==> config.mk <==
export PLATFORM = sky130hd
export DESIGN_NAME = ptbs_bucket
export DESIGN_NICKNAME = d
export VERILOG_FILES = /design/src/rtl/ptbs_pkg.sv /design/src/rtl/ptbs_bucket.sv
export SDC_FILE = /design/constraint.sdc
export NUM_CORES = 2
export LEC_CHECK = 0
export BUFFER_PORTS_ARGS = -buffer_cell sky130_fd_sc_hd__buf_4
export CORE_MARGIN = 5
export CORE_UTILIZATION = 25
export CTS_CLUSTER_SIZE = 30
export DETAILED_ROUTE_END_ITERATION = 6
export HOLD_SLACK_MARGIN = 0.05
export PLACE_DENSITY_LB_ADDON = 0.12
export SKIP_LAST_GASP = 1
export SLEW_MARGIN = 20
export SYNTH_ARGS = -nofsm -noshare
export SYNTH_HDL_FRONTEND = slang
export SYNTH_SLANG_ARGS = --single-unit
==> constraint.sdc <==
create_clock -name clk_i -period 12.5 [get_ports clk_i]
set_clock_uncertainty 0.05 [all_clocks]
set_input_delay 1.25 -clock clk_i [delete_from_list [all_inputs] [get_ports clk_i]]
set_output_delay 1.25 -clock clk_i [all_outputs]
set_load 0.02 [all_outputs]
==> src/rtl/ptbs_pkg.sv <==
`default_nettype none
// ----------------------------------------------------------------------------
// ptbs_pkg
// Types, widths and codes shared by the per-port token bucket shaper.
// ----------------------------------------------------------------------------
package ptbs_pkg;

  localparam int PORTS      = 4;
  localparam int RATE_SHIFT = 16;

  localparam int PortW   = 2;
  localparam int BucketW = 30;
  localparam int TokW    = 31;
  localparam int RateW   = 32;
  localparam int TimeW   = 64;
  localparam int LenW    = 16;
  localparam int CntW    = 64;
  localparam int HalfW   = TimeW / 2;
  localparam int ProdW   = TimeW + RateW;
  localparam int CfgIdxW = 2;
  localparam int CfgW    = 32;

  localparam logic KIND_INIT = 1'b0;
  localparam logic KIND_TX   = 1'b1;

  localparam logic [CfgIdxW-1:0] CFG_SHAPING_ON = 2'd0;
  localparam logic [CfgIdxW-1:0] CFG_BUCKET     = 2'd1;
  localparam logic [CfgIdxW-1:0] CFG_RATE       = 2'd2;

  typedef enum logic [1:0] {
    ST_SENT  = 2'd0,
    ST_HELD  = 2'd1,
    ST_EMPTY = 2'd2,
    ST_INIT  = 2'd3
  } status_e;

  typedef struct packed {
    logic            kind;
    logic [PortW-1:0] port;
    logic            present;
    logic [LenW-1:0] length;
  } ptbs_attr_t;

  typedef struct packed {
    ptbs_attr_t      attr;
    logic [TokW-1:0] growth;
  } ptbs_item_t;

  function automatic logic port_ok(input logic [PortW-1:0] p);
    return {1'b0, p} < (PortW+1)'(PORTS);
  endfunction

endpackage
`default_nettype wire

==> src/rtl/ptbs_bucket.sv <==
`default_nettype none
// ----------------------------------------------------------------------------
// ptbs_bucket
// Per-port token level and send counters, decision and result register.
// ----------------------------------------------------------------------------
module ptbs_bucket import ptbs_pkg::*; (
  input  wire logic               clk_i,
  input  wire logic               rst_ni,
  input  wire logic               shaping_on_i,
  input  wire logic [BucketW-1:0] bucket_size_i,
  input  wire logic               in_valid_i,
  output logic                    in_ready_o,
  input  wire ptbs_item_t         in_item_i,
  output logic                    out_valid_o,
  input  wire logic               out_ready_i,
  output logic [1:0]              status_o,
  output logic [TokW-1:0]         token_level_o,
  output logic [CntW-1:0]         packets_out_o,
  output logic [CntW-1:0]         bytes_out_o
);

  logic [TokW-1:0] tokens_q   [PORTS];
  logic [CntW-1:0] packets_q  [PORTS];
  logic [CntW-1:0] bytes_q    [PORTS];

  logic            out_valid_q;
  status_e         status_q;
  logic [TokW-1:0] level_out_q;
  logic [CntW-1:0] pkts_out_q, bytes_out_q;

  logic            take, ok;
  logic [PortW-1:0] pi;
  logic [TokW-1:0] tok, cap, level, tok_sent, tok_d;
  logic [TokW:0]   sum;
  logic            held, send;
  status_e         status_d;
  logic [CntW-1:0] pkts_d, bytes_d;

  assign in_ready_o = !out_valid_q || out_ready_i;
  assign take       = in_valid_i && in_ready_o;

  assign pi    = in_item_i.attr.port;
  assign ok    = port_ok(pi);
  assign tok   = tokens_q[pi];
  assign cap   = {bucket_size_i, 1'b0};
  assign sum   = {1'b0, tok} + {1'b0, in_item_i.growth};
  assign level = (sum > {1'b0, cap}) ? cap : sum[TokW-1:0];
  assign held  = shaping_on_i && (level < {1'b0, bucket_size_i});
  assign tok_sent = (level > TokW'(in_item_i.attr.length)) ?
                    level - TokW'(in_item_i.attr.length) : '0;
  assign send  = (in_item_i.attr.kind == KIND_TX) && !held && in_item_i.attr.present;

  always_comb begin
    pkts_d  = packets_q[pi];
    bytes_d = bytes_q[pi];
    tok_d   = tok;
    if (in_item_i.attr.kind == KIND_INIT) begin
      status_d = ST_INIT;
      tok_d    = {1'b0, bucket_size_i};
    end else begin
      if (shaping_on_i) begin
        tok_d = level;
      end
      if (held) begin
        status_d = ST_HELD;
      end else if (!in_item_i.attr.present) begin
        status_d = ST_EMPTY;
      end else begin
        status_d = ST_SENT;
        pkts_d   = packets_q[pi] + CntW'(1);
        bytes_d  = bytes_q[pi] + CntW'(in_item_i.attr.length);
        if (shaping_on_i) begin
          tok_d = tok_sent;
        end
      end
    end
  end

  always_ff @(posedge clk_i or negedge rst_ni) begin
    if (!rst_ni) begin
      out_valid_q <= 1'b0;
      for (int i = 0; i < PORTS; i++) begin
        tokens_q[i]  <= '0;
        packets_q[i] <= '0;
        bytes_q[i]   <= '0;
      end
    end else begin
      if (in_ready_o) begin
        out_valid_q <= in_valid_i;
      end
      if (take && ok) begin
        tokens_q[pi] <= tok_d;
        if (send) begin
          packets_q[pi] <= pkts_d;
          bytes_q[pi]   <= bytes_d;
        end
      end
    end
  end

  always_ff @(posedge clk_i) begin
    if (take) begin
      if (ok) begin
        status_q    <= status_d;
        level_out_q <= tok_d;
        pkts_out_q  <= pkts_d;
        bytes_out_q <= bytes_d;
      end else begin
        status_q    <= ST_EMPTY;
        level_out_q <= '0;
        pkts_out_q  <= '0;
        bytes_out_q <= '0;
      end
    end
  end

  assign out_valid_o   = out_valid_q;
  assign status_o      = status_q;
  assign token_level_o = level_out_q;
  assign packets_out_o = pkts_out_q;
  assign bytes_out_o   = bytes_out_q;

endmodule
`default_nettype wire

# After elaboration in Yosys (flattened, before gate mapping)
# Cells that the tools add are included.
# totals
ff_bits	798
output_inout_bits	163
wordCells	70
# classes
magnitude_cmp	5
n_mux	31
bitwise	2
n_addsub	4
n_reduce_logical	10
# ops
op	count
$mux W64	11
$bwmux W256	2
$mux W31	10
$bmux W64 S2	2
$demux W64 S2	1
$bwmux W124	1
$add A64 B1 Y64 const B	1
$add A64 B16 Y64	1
$bmux W31 S2	1
$demux W31 S2	1
$add A31 B31 Y32	1
$gt A32 B31 Y1	1
$gt A31 B16 Y1	1
$lt A31 B30 Y1	1
$sub A31 B16 Y31	1
$logic_and A1 B1 Y1	5
$mux W2	2
$ge A3 B3 Y1 const B	1
$lt A3 B1 Y1 const B	1
$not A2 Y3	1
$logic_not A1 Y1	2
$reduce_and A2 Y1	1
$reduce_or A2 Y1	1
$logic_or A1 B1 Y1	1
$not A1 Y1	1

# Depth between registers and ports, before layout
# logic_depth
word_depth	14
depth_mapped	47
mapped_depth_nobuf	32

# Least setup slack after synthesis
# Ideal clock, no wire load.
# synth_timing
path_type	in2reg
from	input port in_item_i[48] (netlist name)
to	register tokens_q[119] (netlist name)
cell_stages	45
setup_ns	0.095
setup_slack_ns	0.810
t_arrival_ns	11.545
t_required_ns	12.355
path_buffers	14
path_cell_list	buf_2 > buf_4 > buf_6 > buf_4 > buf_4 > buf_4 > buf_4 > buf_4 > buf_4 > buf_4 > buf_2 > mux4_2 > ha_1 > a21oi_1 > o21ai_0 > or2_2 > a41oi_1 > a21oi_1 > [... 9 more ...] > clkbuf_1 > clkbuf_1 > buf_1 > nand2_1 > o21ai_0 > ha_1 > nand2_1 > nand2_1 > a21oi_1 > o211ai_1 > a2111oi_0 > nor3_1 > a211oi_1 > o21ai_0 > or2_2 > a211oi_1 > o22ai_1 > o31ai_1
# synth_via
elab_chain_cells	14
# synth_lines
element	line	text
start: declaration	ptbs_bucket.sv:13	input wire ptbs_item_t in_item_i,
$not A2 Y3 (implied by the code) (*)	ptbs_bucket.sv:44, ptbs_bucket.sv:92	
$bmux W31 S2	ptbs_bucket.sv:44	assign tok = tokens_q[pi];
$mux W31 (implied by the code) (2 in a row)	ptbs_bucket.sv:44	
$add A31 B31 Y32	ptbs_bucket.sv:46	assign sum = {1'b0, tok} + {1'b0, in_item_i.growth};
$gt A32 B31 Y1	ptbs_bucket.sv:47	assign level = (sum > {1'b0, cap}) ? cap : sum[TokW-1:0];
$mux W31	ptbs_bucket.sv:47	
$sub A31 B16 Y31 / $gt A31 B16 Y1 (equally long branches)	ptbs_bucket.sv:50, ptbs_bucket.sv:49	
$mux W31	ptbs_bucket.sv:49	assign tok_sent = (level > TokW'(in_item_i.attr.length)) ?
$mux W31	ptbs_bucket.sv:72	if (shaping_on_i) begin
$mux W31	ptbs_bucket.sv:66	end else if (!in_item_i.attr.present) begin
$mux W31	ptbs_bucket.sv:64	if (held) begin
$mux W31	ptbs_bucket.sv:57	if (in_item_i.attr.kind == KIND_INIT) begin
$bwmux W124 (*)	ptbs_bucket.sv:92	tokens_q[pi] <= tok_d;
end signal: indexed assignment	ptbs_bucket.sv:92	
end: declaration	ptbs_bucket.sv:22	logic [TokW-1:0] tokens_q [PORTS];
# Mark *: on every way between the ends. The rest lies on a longest branch, timed or not. The select of a mux whose other input is x is not followed.
# A chain may end at the register's enable or synchronous reset.

# Worst setup path after layout
# layout_timing
from	input port in_item_i[48] (netlist name)
to	register bytes_out_q[63] (netlist: bytes_out_o[63]), data pin
# layout_via
elab_chain_cells	11
# layout_lines
element	line	text
$not A2 Y3 (implied by the code) (*)	ptbs_bucket.sv:44, ptbs_bucket.sv:55, ptbs_bucket.sv:71	
$bmux W31 S2	ptbs_bucket.sv:44	
$mux W31 (implied by the code) (2 in a row)	ptbs_bucket.sv:44	
$add A31 B31 Y32	ptbs_bucket.sv:46	
$gt A32 B31 Y1	ptbs_bucket.sv:47	
$mux W31	ptbs_bucket.sv:47	
$lt A31 B30 Y1	ptbs_bucket.sv:48	assign held = shaping_on_i && (level < {1'b0, bucket_size_i});
$logic_and A1 B1 Y1	ptbs_bucket.sv:48	
$mux W64	ptbs_bucket.sv:64	
$mux W64 (*)	ptbs_bucket.sv:57	
via bytes_d[63]	ptbs_bucket.sv:37	logic [CntW-1:0] pkts_d, bytes_d;
end signal: assignment	ptbs_bucket.sv:107	bytes_out_q <= bytes_d;
end: declaration	ptbs_bucket.sv:29	logic [CntW-1:0] pkts_out_q, bytes_out_q;
# The timed path passes the listed nets; every way through them passes the cells marked *. The select of a mux whose other input is x is not followed.

==> run summary <==
status - finished clean
first-pass GRT wire length - 205000 um
Net Sw Power - 3.71 mW
pin count of the biggest net entering global routing - 144
P_leak - 21.0 nW
Setup crit end kind - flip-flop
die width - 414 um
minimum clock period after layout - 11.13 ns
startpoint type of the worst setup path - primary input
power per cell area - 202 mW/mm^2
Vias/cell - 4.67
Worst Path Required - 12.90 ns
max-cap violations - 0
top cells by area, synth - dfrtp_1 39%, edfxtp_1 12%, mux4_2 8.7%
Rel. slew slack - 27.8%
drt wl/cell - 21.3 um
CP bufs+invs - 4
critical path class - primary input to flip-flop
CTS Hold Bufs - 0
Netlist cell types - 88
Die Area - 0.171 mm^2
# nets final - 4324
DP Area - 0.0450 mm^2
Max Slew Vio Count - 0
Rows - 148
DRT iter0 DRCs - 1939
Hold Path Class - flip-flop to flip-flop
period utilization - 89.1%
Top-Level Pins - 249
critical path's slowest cell - mux4_2
Crit path largest cell delay - 0.63 ns
number of global-route vias before repair - 30800
Post-Syn Instances - 3928
Clock Power Share - 30.1%
Yosys top cell area share - 39.2%
Post-synth EDFFs - 161
Reg clk slew, reported paths - 0.06 ns
FF-to-FF path depth - 31
hpwl dp - 92700 um
most common cell in the netlist - nand2_1
RSZ-0062 raised after global routing - false
syn nets - 4140
Final GP Congestion - 0.851
core area - 0.162 mm^2
CTS tree - yes
combinational power share - 37.8%
Design Area, Final - 0.0483 mm^2
antenna violations before repair - 1
Pre-antenna DRT Iters - 5
crit-path max FO - 42
syn avg cell area - 10.4 um^2
Setup violations, final - 0
clock sink count - 798
share of post-route cells with drive strength above 1 - 17.2%
Synth Cell Area - 0.0407 mm^2
measured slew at the worst slew-check pin - 1.08 ns
setup TNS - 0 ns
switching share of power - 38.0%
fmax - 0.0898 GHz
Post-CTS Setup Inserts - 0
GRT Total Usage - 15.8%
most used cell, CP - ha_1
CTS max path bufs - 3
grt total ovfl - 0
Hold Vio Cnt, Final - 0
htree depth - 3
#FFs+latches synth - 798
DRC - 0
worst path arrival time - 11.53 ns
top_reg_cell synth - dfrtp_1
clock root cell - clkbuf_16
initial core utilization - 25.1%
Ys Warns - 0
vias - 29700
Die Y-Extent - 414 um
synth cell count leaders - 718 x nand2_1, 637 x dfrtp_1, 637 x o21ai_0, 241 x inv_1, 171 x clkbuf_1
sequential element share of the synthesized area - 51.0%
Hold Path Stages - 2
number of port buffers - 248
synthesis-to-layout area growth - 18.8%
Worst path depth - 32
post_cts resized - 0
delay-heaviest family, CP - simple AND/OR/NAND/NOR gates
Total Wirelength - 136000 um
Max rail drop VDD - 0.000112 V
Pint - 6.06 mW
dominant cell type by area after synthesis - dfrtp_1
clk_lat worst skew - 0.71 ns
ys async rst share - 79.8%
post-route ant nets - 0
CTS Buf Count - 100
Flop pwr share - 32.1%
## tightest hold or removal path, cell delays in order (launching register included)
cell	delay, ns
dfrtp_1	0.34
nand2_1	0.04
o21ai_0	0.06
## flip-flops by register name, summed over array words and instances, names as in the netlist
signal         flops
bytes_out_o       64
bytes_q          256
out_valid_o        1
packets_out_o     64
packets_q        256
status_o           2
token_level_o     31
tokens_q         124
## cells by family after synthesis
group                      share of synthesized area (%)
adders and majority gates                           3.93
xor gates and xnor gates                            3.31
DFF                                                 51.0
and+or+nand+nor                                     12.5
muxes                                               10.7
AOI/OAI and AO/OA                                   14.0
buffers and inverters                               4.48
## per-stage QoR
| stage | setup WS [ns] | cells | power (mW) | utilization (%) | hold slack [ns] |
|---|---|---|---|---|---|
| after CTS | 1.20 | 6373 | 9.91 | 29.8 | 0.428 |
| after global placement | 0.540 | 6184 | 6.90 | 27.7 | 0.406 |
| final | 1.37 | 6375 | 9.77 | 29.8 | 0.423 |
| after global routing | 0.690 | 6374 | 10.4 | 29.8 | 0.441 |
| after detailed placement | 0.431 | 6184 | 6.88 | 27.7 | 0.415 |
| after floorplan | 0.810 | 3928 | 5.65 | - | 0.393 |
## cell type report
type | count | area (um^2)
Tap cell | 2175 | 2720
Clock inverter | 49 | 523
Timing Repair Buffer | 302 | 2440
Fill cell | 16900 | 114000
Multi-Input combinational cell | 2669 | 18200
Sequential cell | 798 | 20800
Clock buffer | 140 | 2800
Antenna cell | 1 | 2.50
Inverter | 241 | 912
## power groups by stage
stage	clock network (mW)	logic (mW)	registers [mW]
floorplan	0	2.45	3.20
global placement	0	3.71	3.19
detailed placement	0	3.69	3.19
CTS	3.06	3.71	3.15
global route	3.16	4.10	3.18
finish	2.94	3.69	3.14
## final timing paths
kind,start,to,slack (ns)
hold / removal,bytes_q[9],bytes_q[9],0.42
max in group asynchronous,rst_ni,tokens_q[47],9.69
hold reg to reg,bytes_q[9],bytes_q[9],0.42
setup reg to reg,tokens_q[0],bytes_out_o[63],2.13
min in group asynchronous,rst_ni,packets_q[29],0.53
setup / recovery,in_item_i[48],bytes_out_o[63],1.37
## layer usage
metal / track usage [%] / part of all wire (%) / vias up
met5: 0 / 0.0088 / -
met4: 3.88 / 2.1 / 2
met3: 2.26 / 4.0 / 163
met2: 25.9 / 47 / 541
met1: 22.0 / 47 / 14800
li1: - / - / 14300
## layout by cell type (no fill, tap or decap), drive strengths merged, types with 8 or more instances in the layout
| cell | count |
|---|---|
| a211oi | 24 |
| a21o | 32 |
| a21oi | 115 |
| a221oi | 9 |
| a22oi | 13 |
| a31oi | 30 |
| and2 | 33 |
| and3 | 33 |
| and4 | 10 |
| buf | 300 |
| clkbuf | 142 |
| clkinv | 36 |
| dfrtp | 637 |
| edfxtp | 161 |
| ha | 123 |
| inv | 243 |
| mux2 | 58 |
| mux2i | 13 |
| mux4 | 158 |
| nand2 | 718 |
| nand2b | 15 |
| nand3 | 65 |
| nand4 | 40 |
| nor2 | 143 |
| nor2b | 10 |
| nor3 | 43 |
| nor4 | 12 |
| o211ai | 19 |
| o21a | 15 |
| o21ai | 644 |
| o311ai | 8 |
| o31ai | 18 |
| or2 | 12 |
| or3 | 15 |
| xnor2 | 89 |
| xor2 | 65 |
(Power assumes the default switching activity.)
